<file path="src/design/prfc_pkg.sv">
// shared types and constants for the playout ring fill controller
`default_nettype none

package prfc_pkg;

   localparam int unsigned CsrAddrWidth = 5;

   typedef enum logic [2:0] {
      REG_RING_BYTES  = 3'd0,
      REG_FRAME_BYTES = 3'd1,
      REG_LOW_LEVEL   = 3'd2,
      REG_SAFE_LEVEL  = 3'd3,
      REG_RELAX_MS    = 3'd4
   } reg_index_type;

   localparam logic [15:0] RingBytesReset  = 16'd4160;
   localparam logic [15:0] FrameBytesReset = 16'd320;
   localparam logic [15:0] LowLevelReset   = 16'd1280;
   localparam logic [15:0] SafeLevelReset  = 16'd1280;
   localparam logic [15:0] RelaxMsReset    = 16'd4000;

   localparam logic [15:0] MinRingBytes = 16'd2;

   typedef struct packed {
      logic [15:0] ring_bytes;
      logic [15:0] frame_bytes;
      logic [15:0] low_level;
      logic [15:0] safe_level;
      logic [15:0] relax_ms;
   } cfg_type;

   typedef struct packed {
      logic [31:0] now_ms;
      logic [15:0] write_cursor;
      logic [15:0] play_cursor;
   } poll_type;

   typedef struct packed {
      logic [15:0] target_level;
      logic [15:0] queued_ahead;
      logic [15:0] fill_offset;
      logic        fill_now;
   } result_type;

endpackage

`default_nettype wire

</file>
<file path="src/design/prfc_csr.sv">
// apb register file holding the ring, frame, level and relax settings
`default_nettype none

module prfc_csr
   import prfc_pkg::*;
(
   input  wire logic                    clock,
   input  wire logic                    reset,
   input  wire logic                    csr_psel,
   input  wire logic                    csr_penable,
   input  wire logic                    csr_pwrite,
   input  wire logic [CsrAddrWidth-1:0] csr_paddr,
   input  wire logic [31:0]             csr_pwdata,
   output logic      [31:0]             csr_prdata,
   output logic                         csr_pready,
   output cfg_type                      cfg
);

   cfg_type       cfg_ff;
   cfg_type       cfg_in;
   reg_index_type idx;
   logic          wr_en;

   assign idx        = reg_index_type'(csr_paddr[CsrAddrWidth-1:2]);
   assign csr_pready = 1'b1;
   assign wr_en      = csr_psel & csr_penable & csr_pwrite & csr_pready;

   always_comb begin
      cfg_in = cfg_ff;
      if (wr_en) begin
         case (idx)
            REG_RING_BYTES:  cfg_in.ring_bytes  = csr_pwdata[15:0];
            REG_FRAME_BYTES: cfg_in.frame_bytes = csr_pwdata[15:0];
            REG_LOW_LEVEL:   cfg_in.low_level   = csr_pwdata[15:0];
            REG_SAFE_LEVEL:  cfg_in.safe_level  = csr_pwdata[15:0];
            REG_RELAX_MS:    cfg_in.relax_ms    = csr_pwdata[15:0];
            default:         cfg_in = cfg_ff;
         endcase
      end
   end

   always_ff @(posedge clock) begin
      if (reset) begin
         cfg_ff.ring_bytes  <= RingBytesReset;
         cfg_ff.frame_bytes <= FrameBytesReset;
         cfg_ff.low_level   <= LowLevelReset;
         cfg_ff.safe_level  <= SafeLevelReset;
         cfg_ff.relax_ms    <= RelaxMsReset;
      end else begin
         cfg_ff <= cfg_in;
      end
   end

   always_comb begin
      case (idx)
         REG_RING_BYTES:  csr_prdata = {16'd0, cfg_ff.ring_bytes};
         REG_FRAME_BYTES: csr_prdata = {16'd0, cfg_ff.frame_bytes};
         REG_LOW_LEVEL:   csr_prdata = {16'd0, cfg_ff.low_level};
         REG_SAFE_LEVEL:  csr_prdata = {16'd0, cfg_ff.safe_level};
         REG_RELAX_MS:    csr_prdata = {16'd0, cfg_ff.relax_ms};
         default:         csr_prdata = 32'd0;
      endcase
   end

   assign cfg = cfg_ff;

endmodule

`default_nettype wire

</file>
<file path="src/design/prfc_core.sv">
// one-pass poll evaluation with the offset, target and last-low state
`default_nettype none

module prfc_core
   import prfc_pkg::*;
(
   input  wire logic       clock,
   input  wire logic       reset,
   input  wire cfg_type    cfg,
   input  wire logic       step,
   input  wire poll_type   poll,
   output result_type      result
);

   logic [15:0] next_offset_ff, next_offset_in;
   logic [15:0] fill_target_ff, fill_target_in;
   logic [31:0] last_low_ms_ff, last_low_ms_in;

   logic [15:0] ring, play, wr, offs, queued, cap, shrunk, qa;
   logic [16:0] queued_sum, qa_sum, grown, adv, adv_wrap;
   logic [31:0] quiet;
   logic        is_low, grow, shrink, fill;

   always_comb begin
      ring = (cfg.ring_bytes < MinRingBytes) ? MinRingBytes : cfg.ring_bytes;
      play = (poll.play_cursor  >= ring) ? ring - 16'd1 : poll.play_cursor;
      wr   = (poll.write_cursor >= ring) ? ring - 16'd1 : poll.write_cursor;
      offs = (next_offset_ff >= ring) ? 16'd0 : next_offset_ff;

      // distance around the ring from the write cursor to the offset
      queued_sum = (offs >= wr) ? {1'b0, offs} - {1'b0, wr}
                                : {1'b0, offs} + {1'b0, ring} - {1'b0, wr};
      queued     = queued_sum[15:0];

      is_low = queued <= cfg.low_level;
      grow   = is_low && (queued < cfg.safe_level);
      quiet  = poll.now_ms - last_low_ms_ff;
      shrink = !is_low && (quiet > {16'd0, cfg.relax_ms});

      cap    = (ring > cfg.frame_bytes) ? ring - cfg.frame_bytes : 16'd0;
      grown  = {1'b0, fill_target_ff} + {1'b0, cfg.frame_bytes};
      shrunk = (fill_target_ff > cfg.frame_bytes) ? fill_target_ff - cfg.frame_bytes
                                                  : 16'd0;

      priority if (grow) begin
         fill_target_in = (grown < {1'b0, cap}) ? grown[15:0] : cap;
      end else if (shrink) begin
         fill_target_in = (shrunk > cfg.low_level) ? shrunk : cfg.low_level;
      end else begin
         fill_target_in = fill_target_ff;
      end

      last_low_ms_in = (is_low || shrink) ? poll.now_ms : last_low_ms_ff;

      fill = queued <= fill_target_in;

      qa_sum = (offs >= play) ? {1'b0, offs} - {1'b0, play}
                              : {1'b0, offs} + {1'b0, ring} - {1'b0, play};
      qa     = qa_sum[15:0];

      // advance by one frame with wrap, falling back to zero for oversized frames
      adv      = {1'b0, offs} + {1'b0, cfg.frame_bytes};
      adv_wrap = (adv >= {1'b0, ring}) ? adv - {1'b0, ring} : adv;
      next_offset_in = fill ? ((adv_wrap >= {1'b0, ring}) ? 16'd0 : adv_wrap[15:0])
                            : offs;

      result.fill_now     = fill;
      result.fill_offset  = fill ? offs : 16'd0;
      result.queued_ahead = fill ? qa : 16'd0;
      result.target_level = fill_target_in;
   end

   always_ff @(posedge clock) begin
      if (reset) begin
         next_offset_ff <= FrameBytesReset;
         fill_target_ff <= LowLevelReset;
         last_low_ms_ff <= 32'd0;
      end else if (step) begin
         next_offset_ff <= next_offset_in;
         fill_target_ff <= fill_target_in;
         last_low_ms_ff <= last_low_ms_in;
      end
   end

endmodule

`default_nettype wire

</file>
<file path="src/design/playout_ring_fill_control_core.sv">
// top level of the playout ring fill controller
//
// usage:
//   req_ channel: one beat per device poll; tdata carries play_cursor,
//   write_cursor and now_ms. each poll gives exactly one beat on rsp_.
//   rsp_ channel: tuser is fill_now; tdata carries fill_offset,
//   queued_ahead and target_level. when fill_now is 1 the host writes one
//   frame at fill_offset.
//   csr_ port: apb registers at byte addresses 0x00 ring_bytes,
//   0x04 frame_bytes, 0x08 low_level, 0x0c safe_level, 0x10 relax_ms;
//   write them only while no poll is in flight.
// timing:
//   a poll beat lands in an input register, is evaluated in one pass and
//   lands in the result register, which drives the rsp_ channel.
//   one poll per cycle is sustained while rsp_tready stays high; the
//   state loop (offset, target, last-low time) closes within one evaluation.
// reset: settings return to their defaults, offset to one frame, target to
//   the low level, last-low time to zero; both channels empty.
// stall: when rsp_tready is low the result holds and one more poll can
//   wait in the input register; req_tready drops after that.
`default_nettype none

module playout_ring_fill_control_core
   import prfc_pkg::*;
(
   input  wire logic                    clock,
   input  wire logic                    reset,
   // req_tdata: play_cursor[15:0], write_cursor[31:16], now_ms[63:32]
   input  wire logic                    req_tvalid,
   output logic                         req_tready,
   input  wire logic [63:0]             req_tdata,
   // rsp_tdata: fill_offset[15:0], queued_ahead[31:16], target_level[47:32]
   // rsp_tuser: fill_now[0]
   output logic                         rsp_tvalid,
   input  wire logic                    rsp_tready,
   output logic      [47:0]             rsp_tdata,
   output logic      [0:0]              rsp_tuser,
   input  wire logic                    csr_psel,
   input  wire logic                    csr_penable,
   input  wire logic                    csr_pwrite,
   input  wire logic [CsrAddrWidth-1:0] csr_paddr,
   input  wire logic [31:0]             csr_pwdata,
   output logic      [31:0]             csr_prdata,
   output logic                         csr_pready
);

   cfg_type    cfg;
   poll_type   poll_ff;
   logic       poll_valid_ff;
   result_type result;
   result_type result_ff;
   logic       rsp_valid_ff;
   logic       step;

   prfc_csr u_csr (
      .clock       (clock),
      .reset       (reset),
      .csr_psel    (csr_psel),
      .csr_penable (csr_penable),
      .csr_pwrite  (csr_pwrite),
      .csr_paddr   (csr_paddr),
      .csr_pwdata  (csr_pwdata),
      .csr_prdata  (csr_prdata),
      .csr_pready  (csr_pready),
      .cfg         (cfg)
   );

   // evaluate when the result register is free or being emptied
   assign step       = poll_valid_ff && (!rsp_valid_ff || rsp_tready);
   assign req_tready = !poll_valid_ff || step;

   prfc_core u_core (
      .clock  (clock),
      .reset  (reset),
      .cfg    (cfg),
      .step   (step),
      .poll   (poll_ff),
      .result (result)
   );

   // input register
   always_ff @(posedge clock) begin
      if (reset) begin
         poll_valid_ff <= 1'b0;
      end else if (req_tready) begin
         poll_valid_ff <= req_tvalid;
      end
   end

   always_ff @(posedge clock) begin
      if (req_tready && req_tvalid) begin
         poll_ff <= poll_type'(req_tdata);
      end
   end

   // result register
   always_ff @(posedge clock) begin
      if (reset) begin
         rsp_valid_ff <= 1'b0;
      end else if (step) begin
         rsp_valid_ff <= 1'b1;
      end else if (rsp_tready) begin
         rsp_valid_ff <= 1'b0;
      end
   end

   always_ff @(posedge clock) begin
      if (step) begin
         result_ff <= result;
      end
   end

   assign rsp_tvalid = rsp_valid_ff;
   assign rsp_tuser  = result_ff.fill_now;
   assign rsp_tdata  = {result_ff.target_level, result_ff.queued_ahead,
                        result_ff.fill_offset};

endmodule

`default_nettype wire
</file>
<file path="config.mk">
export PLATFORM = sky130hd
export DESIGN_NAME = playout_ring_fill_control_core
export DESIGN_NICKNAME = d
export VERILOG_FILES = /design/src/design/prfc_pkg.sv /design/src/design/prfc_csr.sv /design/src/design/prfc_core.sv /design/src/design/playout_ring_fill_control_core.sv
export SDC_FILE = /design/constraint.sdc
export NUM_CORES = 1
export LEC_CHECK = 0
export BUFFER_PORTS_ARGS = -buffer_cell sky130_fd_sc_hd__buf_2
export CAP_MARGIN = 5
export CELL_PAD_IN_SITES_DETAIL_PLACEMENT = 0
export CELL_PAD_IN_SITES_GLOBAL_PLACEMENT = 1
export CORE_MARGIN = 1
export CORE_UTILIZATION = 30
export CTS_CLUSTER_DIAMETER = 100
export DETAILED_ROUTE_END_ITERATION = 8
export GPL_TIMING_DRIVEN = 0
export PLACE_DENSITY = 0.63
export SYNTH_ARGS = -nofsm -noshare
export SYNTH_HDL_FRONTEND = slang
export SYNTH_SLANG_ARGS = --single-unit
</file>
<file path="constraint.sdc">
create_clock -name clock -period 32 [get_ports clock]
set_clock_uncertainty 0.1 [all_clocks]
set_input_delay 3.2 -clock clock [delete_from_list [all_inputs] [get_ports clock]]
set_output_delay 3.2 -clock clock [all_outputs]
set_load 0.05 [all_outputs]
</file>
==> results of run 1 <==
-- metrics by stage --
step / setup slack (ps) / instances / utilization [%] / instance area, µm²
6_report: 14400 / 4158 / 34.5 / 27300
5_1_grt: 13730 / 4158 / 34.5 / 27300
4_1_cts: 14640 / 4157 / 34.5 / 27300
3_5_place_dp: 14700 / 4094 / 33.2 / 26300
3_3_place_gp: 14530 / 4091 / 33.1 / 26200
2_1_floorplan: 20460 / 2885 / - / 24100
-- worst max path at each step --
stage | slack, ps | endpoint | depth (start not counted) | start
after floorplan | 20460 | u_core.next_offset_ff[10]$_SDFFE_PP0P_ | 58 | u_csr.cfg[66]$_SDFFE_PP0P_
after global placement | 14530 | u_core.next_offset_ff[12]$_SDFFE_PP0P_ | 58 | u_csr.cfg[66]$_SDFFE_PP0P_
after detailed placement | 14700 | u_core.next_offset_ff[7]$_SDFFE_PP0P_ | 58 | u_csr.cfg[66]$_SDFFE_PP0P_
after CTS | 14640 | u_core.next_offset_ff[3]$_SDFFE_PP0P_ | 58 | u_csr.cfg[66]$_SDFFE_PP0P_
after global routing | 13730 | u_core.next_offset_ff[7]$_SDFFE_PP0P_ | 58 | u_csr.cfg[66]$_SDFFE_PP0P_
final | 14400 | u_core.next_offset_ff[3]$_SDFFE_PP0P_ | 58 | u_csr.cfg[66]$_SDFFE_PP0P_
-- cell families (layout without fill, tap and decap cells) --
family	count (synthesis)	count (layout)	share of synthesized area, %
other cells	2	18	0.0313
xor+xnor	160	160	5.83
compound gates	793	793	21.9
fa+ha+maj	359	359	19.0
flops	259	259	26.3
buf+inv	322	544	5.41
mux	100	100	4.31
simple gates	875	875	17.2
-- layer usage --
layer | vias up | share of wire (%) | track usage (%)
li1 | 10800 | - | -
met1 | 10300 | 45 | 29.0
met5 | - | 0 | 0
met3 | 127 | 4.5 | 2.50
met4 | 0 | 3.1 | 6.98
met2 | 558 | 47 | 37.3
-- layout make-up --
type	instances	area [µm²]	share of cell area (%)
clock buffers	42	912	3.34
inverters	190	714	2.61
well taps	1050	1310	4.81
clock inverters	21	173	0.632
repair buffers	159	836	3.06
flip-flops and latches	259	6320	23.1
diodes	1	2.50	0.00915
multi-input cells	2304	16500	60.3
plain buffers	132	588	2.15
-- synth_stat cells (17+ instances only) --
cell type	number
ha_1	348
a31oi_1	25
buf_4	19
xor2_1	53
nand4_1	44
a21oi_1	237
inv_1	188
mux2_2	17
nand2_1	345
a211oi_1	17
o21bai_1	25
o211ai_1	37
a22oi_1	33
nor2b_1	44
xnor2_1	107
edfxtp_1	113
nor3_1	60
o22ai_1	22
a32o_1	17
nand3_1	44
clkbuf_1	98
and2_1	42
nor2_1	175
mux2i_1	82
a21o_1	110
o21ai_0	114
o21a_1	27
dfxtp_1	146
nand2b_1	33
-- flip-flops by register name, indices dropped and copies added, names as in the netlist --
name / cells
rsp_tvalid: 1
u_core.last_low_ms_ff: 32
rsp_tuser: 1
u_csr.cfg: 80
u_core.next_offset_ff: 16
poll_ff: 64
u_core.fill_target_ff: 16
poll_valid_ff: 1
rsp_tdata: 48
-- report_power, final --
group	switching, W	internal, W
registers	0.0000191	0.000393
clock network	0.000165	0.000213
logic	0.000817	0.000458
-- critical path, delay by kind of cell, from the launching register on --
kind                       cells  cell delay [ps]
AOI/OAI and AO/OA             29             7880
adders and majority gates      5             1910
and+or+nand+nor               16             4470
buffers and inverters          6             2500
xor gates and xnor gates       2              320
DFF                            1              300
==> impl_metrics.tcl, run 1 <==
set metrics [dict create \
    vias 21800 \
    routed_wl_um 90800 \
    worstPathMaxFanout 10 \
    final_common_cell "ha_1" \
    finalMaxSlewViolations 0 \
    period_share_pct 55.0 \
    ys_types 92 \
    clkTransAtPathRegs_ps 60 \
    gr-total-overflow 0 \
    drtAntennaViolNets 0 \
    dp_hpwl_um 74100 \
    hold_start "u_core.last_low_ms_ff[19]$_SDFFE_PP0P_" \
    die_h_um 285 \
    crit_type "register to register" \
    num_rows 103 \
    io_buffers 156 \
    post_cts_buffers 0 \
    die_w_um 285 \
    rsz0062_at_grt "false" \
    insertion_delay_ps 570 \
    layout_min_cycle_time_ps 17600 \
    max_stage_delay_ps 930 \
    ff2ff_path_depth 58 \
    r2r_slack_ps 14400 \
    cts_resized 0 \
    wl_per_cell_um 21.8 \
    synth.area.top_cells "ha_1 (18%), edfxtp_1 (14%), dfxtp_1 (12%), nand2_1 (5.4%), a21oi_1 (4.9%)" \
    final_hold_viol_count 0 \
    layout_common_cells "ha_1 (348), nand2_1 (345), a21oi_1 (237), inv_1 (188), nor2_1 (175)" \
    drv_cap 0 \
    hold_buffers 0 \
    relSlewSlack_pct 9.76 \
    gp_congestion 0.942 \
    grt_antenna_before_repair 2 \
    cts_root_buffer "clkbuf_16" \
    synth_top_area_share_pct 18.1 \
    cts_sinks 259 \
    drt-initial-drc-count 1574 \
    drive_gt1_share_pct 9.75 \
    die_area_mm2 0.0812 \
    p_total_w 0.00207 \
    initial_utilization_pct 30.4 \
    io_pins 192 \
    cts_buffers 35 \
    yosysWarnings 0 \
    setup_tns_ps 0 \
    fill_cells 8451 \
    peakVddDrop_mv 0.0694 \
    hold_class "register to register" \
    power_density_mw_per_mm2 75.6 \
    timing.fmax_mhz 56.8 \
    netlist_instances 2870 \
    synth.largest_area_cell "ha_1" \
    hold_end "u_core.last_low_ms_ff[19]$_SDFFE_PP0P_" \
    worst_path_max_delay_cell "o21ai_0" \
    grt_use_total_pct 22.0 \
    grt_max_degree 62 \
    htreeDepth 2 \
    syn_to_final_growth_pct 13.8 \
    p_leak_nw 11.7 \
    drc 0 \
    synthArstFlopShare_pct 0 \
    cp-end-kind "register" \
    required_ps 32400 \
    synth-main-ff-cell "dfxtp_1" \
    cts_tree "done" \
    viasPerCell 5.25 \
    grt_pass1_vias 21100 \
    postSynthAreaPerCell_um2 8.37 \
    outcome "finished, final reports clean" \
    synth_area_mm2 0.0240 \
    ys_ff_latch 259 \
    core_area_mm2 0.0791 \
    r2r_start "u_csr.cfg[66]$_SDFFE_PP0P_" \
    whs_ps 352 \
    start_kind "register" \
    tightestPinTransition_ps 1340 \
    first_pass_iters 5 \
    clock_path_buffers 3 \
    hold_path_depth 2 \
    ys_seq_area_share_pct 26.3 \
    synth-edff-count 113 \
    nets 3548 \
    grt_pass1_wl_um 134000 \
    r2r-end "u_core.next_offset_ff[3]$_SDFFE_PP0P_" \
    arrival_ps 18000 \
    setup_violations 0 \
]
Power figures use the tool's default switching activity.
==> run 2, diff against run 1 <==
Settings changed: PLACE_DENSITY 0.63 to 0.65.
Clock period 32 ns to 14.1 ns, I/O delays scaled along.
==> impl_metrics.tcl, run 2 (synthesis results as in run 1) <==
set metrics [dict create \
    layout_min_cycle_time_ps 13540 \
    drc 0 \
    final_common_cell "ha_1" \
    io_buffers 156 \
    num_rows 103 \
    drtAntennaViolNets 0 \
    die_w_um 285 \
    arrival_ps 13950 \
    relSlewSlack_pct 17.8 \
    timing.fmax_mhz 73.9 \
    initial_utilization_pct 30.4 \
    dp_hpwl_um 73000 \
    first_pass_iters 5 \
    crit_top_cell "a21o_1" \
    start_kind "register" \
    worstPathMaxFanout 10 \
    cts_root_buffer "clkbuf_16" \
    power_density_mw_per_mm2 174 \
    cts_sinks 259 \
    max_stage_delay_ps 560 \
    fill_cells 8416 \
    grt_use_total_pct 22.0 \
    crit_type "register to register" \
    cp-end-kind "register" \
    outcome "finished, final reports clean" \
    grt_pass1_wl_um 134000 \
    switching_share_pct 48.0 \
    insertion_delay_ps 570 \
    drive_gt1_share_pct 11.7 \
    p_leak_nw 11.8 \
    hold_buffers 0 \
    die_h_um 285 \
    clkTransAtPathRegs_ps 60 \
    die_area_mm2 0.0812 \
    viasPerCell 5.19 \
    drv_cap 0 \
    peakVddDrop_mv 0.163 \
    routed_wl_um 90900 \
    tightestPinTransition_ps 1220 \
    largest_register_ffs 80 \
    layout_common_cells "ha_1 (347), nand2_1 (343), a21oi_1 (234), inv_1 (180), nor2_1 (174)" \
    nets 3569 \
    period_share_pct 96.0 \
    pre_cts_ws_ps -2830 \
    clock_path_buffers 3 \
    p_switching_w 0.00231 \
    hold_class "register to register" \
    vias 21700 \
    finalMaxSlewViolations 0 \
    cts_tree "done" \
    p_total_w 0.00483 \
    setup_ws_ps 562 \
    gr-total-overflow 0 \
    grt_max_degree 62 \
    required_ps 14510 \
    wl_per_cell_um 21.7 \
    grt_antenna_before_repair 1 \
    htreeDepth 2 \
    setup_violations 0 \
    worst_path_max_delay_cell "or4b_1" \
    combPwrFrac_pct 61.6 \
    io_pins 192 \
    drt-initial-drc-count 1624 \
    gp_congestion 0.949 \
    final_hold_viol_count 0 \
    seq_power_share_pct 19.4 \
    syn_to_final_growth_pct 15.4 \
    cts_buffers 36 \
    internal-power_w 0.00251 \
    core_area_mm2 0.0791 \
    grt_pass1_vias 21000 \
    p_clk_share_pct 19.0 \
]
run 2: cell count changes in the layout (fill, tap and decap cells not counted), sizes merged:
cell,delta
buf,+22
clkbuf,+2
clkinv,-3
clkinvlp,+5
inv,-3
run 2: cell type report:
type                            count  area, µm²  area share, %
Multi-Input combinational cell   2304      16600           59.8
Buffer                            130        587           2.12
Sequential cell                   259       6320           22.8
Clock inverter                     20        193          0.695
Inverter                          190        746           2.69
Clock buffer                       46        990           3.57
Timing Repair Buffer              181        998           3.60
Tap cell                         1050       1310           4.74
Antenna cell                        1       2.50        0.00902
run 2: worst max-delay path: cells and delay by family, from the launching register on:
| kind | cells | cell delay [ps] |
|---|---|---|
| adder cells (fa/ha/maj) | 5 | 1680 |
| AND/OR/NAND/NOR | 11 | 2530 |
| buffers and inverters | 9 | 2810 |
| AO/OA/AOI/OAI | 28 | 5880 |
| flip-flops | 1 | 450 |
run 2: final timing paths:
path | startpoint | end | slack, ps | cells past startpoint
worst max-delay path | u_csr.cfg[66]$_SDFFE_PP0P_ | u_core.next_offset_ff[11]$_SDFFE_PP0P_ | 560 | 53
worst min-delay path | u_core.last_low_ms_ff[4]$_SDFFE_PP0P_ | u_core.last_low_ms_ff[4]$_SDFFE_PP0P_ | 350 | 2
worst max register to register | u_csr.cfg[66]$_SDFFE_PP0P_ | u_core.next_offset_ff[11]$_SDFFE_PP0P_ | 560 | 53
worst min register to register | u_core.last_low_ms_ff[4]$_SDFFE_PP0P_ | u_core.last_low_ms_ff[4]$_SDFFE_PP0P_ | 350 | 2
run 2: layer usage:
layer  GRT usage (%)  share of wire [%]
met5               0              0.018
met4            7.47                4.0
met3            3.52                5.7
met2            36.5                 46
met1            28.7                 44
run 2: what timing repair did:
| item | CTS | global route |
|---|---|---|
| buffers inserted | 10 | 11 |
| endpoints found under the setup margin | 49 | 39 |
| gates resized for setup | 25 | 23 |
| pin swaps | 1 | 1 |
run 2: through the flow:
stage	setup TNS, ps	hold WS [ps]	util, %	std cells	instance area, µm²
5_1_grt	-15.4	368	35.1	4180	27700
4_1_cts	0	358	34.9	4169	27600
3_5_place_dp	-98630	348	33.2	4095	26200
2_1_floorplan	0	335	-	2885	24100
6_report	0	355	35.1	4181	27700
3_3_place_gp	-103700	344	33.1	4091	26200
run 2: power by group through the flow:
stage	clock network [W]	logic (W)	registers (W)
floorplan	0	0.00188	0.00105
global placement	0	0.00284	0.000954
detailed placement	0	0.00283	0.000952
CTS	0.000943	0.00288	0.000937
global route	0.000972	0.00323	0.000943
finish	0.000915	0.00297	0.000936
==> run 3, diff against run 2 <==
Settings changed: ABC_AREA from default to 1, PLACE_DENSITY 0.65 to 0.66.
==> impl_metrics.tcl, run 3 <==
set metrics [dict create \
    postSynthAreaPerCell_um2 7.08 \
    ys_ff_latch 259 \
    relSlewSlack_pct 8.48 \
    worst_path_max_delay_cell "fa_1" \
    setup_violations 0 \
    insertion_delay_ps 580 \
    ys_types 57 \
    core_area_mm2 0.0809 \
    cts_sinks 259 \
    vias 24300 \
    cp-end-kind "register" \
    grt_antenna_before_repair 5 \
    io_buffers 156 \
    first_pass_iters 6 \
    crit_type "register to register" \
    synth_area_mm2 0.0246 \
    fill_cells 8909 \
    worstPathMaxFanout 10 \
    postPlaceCellArea_mm2 0.0269 \
    syn_to_final_growth_pct 14.1 \
    ys_seq_area_share_pct 25.6 \
    viasPerCell 5.07 \
    drc 0 \
    final_hold_viol_count 0 \
    hold_end "u_core.last_low_ms_ff[12]$_SDFFE_PP0P_" \
    post_cts_buffers 0 \
    hold_path_depth 2 \
    rsz0062_at_grt "false" \
    p_total_w 0.00503 \
    die_w_um 289 \
    cts_tree "done" \
    multi_input_area_mm2 0.0161 \
    grt_pass1_wl_um 147000 \
    period_share_pct 94.4 \
    dp_hpwl_um 82600 \
    arrival_ps 13590 \
    seq_area_mm2 0.00632 \
    gp_congestion 0.966 \
    hold_class "register to register" \
    layout_common_cells "nand2_1 (703), inv_1 (447), a21oi_1 (424), ha_1 (348), o21ai_0 (298)" \
    synth.area.top_cells "ha_1 (18%), edfxtp_1 (14%), dfxtp_1 (12%), nand2_1 (11%), a21oi_1 (8.6%)" \
    cts_buffers 37 \
    peakVddDrop_mv 0.170 \
    initial_utilization_pct 30.5 \
    crit_top_cell "nand2_1" \
    gr-total-overflow 0 \
    tightestPinTransition_ps 1360 \
    synthArstFlopShare_pct 0 \
    finalMaxSlewViolations 0 \
    synth_top_area_share_pct 17.7 \
    synth-edff-count 113 \
    final_cell_area_mm2 0.0281 \
    ff2ff_path_depth 65 \
    largest_register_ffs 80 \
    cts_root_buffer "clkbuf_16" \
    routed_wl_um 101000 \
    antenna_cells 0 \
    hold_start "u_core.last_low_ms_ff[12]$_SDFFE_PP0P_" \
    nets 4165 \
    synth-main-ff-cell "dfxtp_1" \
    start_kind "register" \
    r2r_slack_ps 790 \
    grt_max_degree 50 \
    hold_buffers 0 \
    drtAntennaViolNets 0 \
    p_leak_nw 13.5 \
    r2r_start "u_csr.cfg[70]$_SDFFE_PP1P_" \
    power_density_mw_per_mm2 179 \
    ys_top_cells_by_count "nand2_1 (704), inv_1 (448), a21oi_1 (424), ha_1 (348), o21ai_0 (300)" \
    wl_per_cell_um 21.1 \
    r2r-end "rsp_tdata[25]$_SDFFCE_PN0P_" \
    num_rows 104 \
    final_common_cell "nand2_1" \
    clkTransAtPathRegs_ps 60 \
    netlist_instances 3483 \
    yosysWarnings 0 \
    timing.fmax_mhz 75.1 \
    die_area_mm2 0.0833 \
    drv_cap 0 \
    synth.largest_area_cell "ha_1" \
    die_h_um 289 \
    outcome "finished, final reports clean" \
    clock_path_buffers 3 \
    layout_min_cycle_time_ps 13310 \
    htreeDepth 2 \
    drive_gt1_share_pct 9.31 \
    grt_pass1_vias 23500 \
    yosysMostFrequentCell "nand2_1" \
    setup_tns_ps 0 \
    max_stage_delay_ps 530 \
    drt-initial-drc-count 1937 \
    grt_use_total_pct 23.8 \
    io_pins 192 \
    required_ps 14380 \
]
==> run 3: cell types whose count changed in the layout (fill, tap and decap cells not counted), moves of 51 or more <==
cell / delta
nand2_1: +360
mux2i_1: -77
o21ai_0: +187
xnor2_1: -81
a21oi_1: +190
a21o_1: -98
xor2_1: +51
nand3_1: +127
inv_1: +267
==> run 3: worst max-delay path: cells and delay by family (launching register included) <==
kind / cells / cell delay (ps)
AOI/OAI and AO/OA: 20 / 3930
and+or+nand+nor: 26 / 3530
adders and majority gates: 5 / 1940
buffers and inverters: 12 / 2760
DFF: 1 / 400
xor gates and xnor gates: 2 / 380
==> run 3: kinds of logic after synthesis <==
logic type | share of synthesized area (%)
flops | 25.6
simple gates | 22.4
fa+ha+maj | 18.6
other cells | 0.0305
buf+inv | 9.30
compound gates | 19.3
mux | 0.122
xor+xnor | 4.62
==> run 3: worst max-delay path by stage <==
stage | depth (start not counted) | from | slack [ps] | to
final | 65 | u_csr.cfg[70]$_SDFFE_PP1P_ | 790 | rsp_tdata[25]$_SDFFCE_PN0P_
after global routing | 65 | u_csr.cfg[70]$_SDFFE_PP1P_ | 3 | rsp_tdata[25]$_SDFFCE_PN0P_
after CTS | 65 | u_csr.cfg[70]$_SDFFE_PP1P_ | 5 | rsp_tdata[25]$_SDFFCE_PN0P_
after detailed placement | 65 | u_csr.cfg[70]$_SDFFE_PP1P_ | -210 | rsp_tdata[25]$_SDFFCE_PN0P_
after global placement | 65 | u_csr.cfg[70]$_SDFFE_PP1P_ | -300 | rsp_tdata[25]$_SDFFCE_PN0P_
after floorplan | 65 | u_csr.cfg[70]$_SDFFE_PP1P_ | 4650 | u_core.next_offset_ff[12]$_SDFFE_PP0P_
==> run 3: repair_timing <==
| item | CTS | global route |
|---|---|---|
| gates resized for setup | 1 | 3 |
| hold endpoints to repair | 0 | 0 |
| endpoints found under the setup margin | 22 | 44 |
| cloned | 0 | 0 |
==> run 3: metrics by stage <==
step | utilization [%] | setup slack, ps | std cells | hold slack [ps]
2_1_floorplan | - | 4650 | 3498 | 333
3_3_place_gp | 33.1 | -297 | 4714 | 343
3_5_place_dp | 33.2 | -210 | 4719 | 351
4_1_cts | 34.7 | 5.30 | 4787 | 358
5_1_grt | 34.7 | 2.87 | 4787 | 381
6_report | 34.7 | 790 | 4787 | 354
==> run 3: report_power, final <==
group	switching (W)	total, W	leakage (nW)	internal (W)
logic	0.00220	0.00312	10.6	0.000917
registers	0.0000416	0.000970	2.29	0.000928
clock network	0.000387	0.000947	0.596	0.000560
total	0.00263	0.00503	13.5	0.00240
==> run 3: final cells by class <==
type | instances | area share, %
plain buffers | 114 | 2.01
clock buffers | 51 | 3.70
clock inverters | 17 | 0.596
inverters | 461 | 6.16
multi-input cells | 2664 | 57.3
flip-flops and latches | 259 | 22.5
well taps | 1060 | 4.72
repair buffers | 161 | 3.04
==> run 3: routing by layer <==
layer,share of wire (%),global-route usage [%],vias to the layer above
li1,-,-,12200
met1,43,29.8,11200
met2,48,41.3,651
met3,5.0,3.04,172
met4,4.1,9.08,8
met5,0.050,0,-
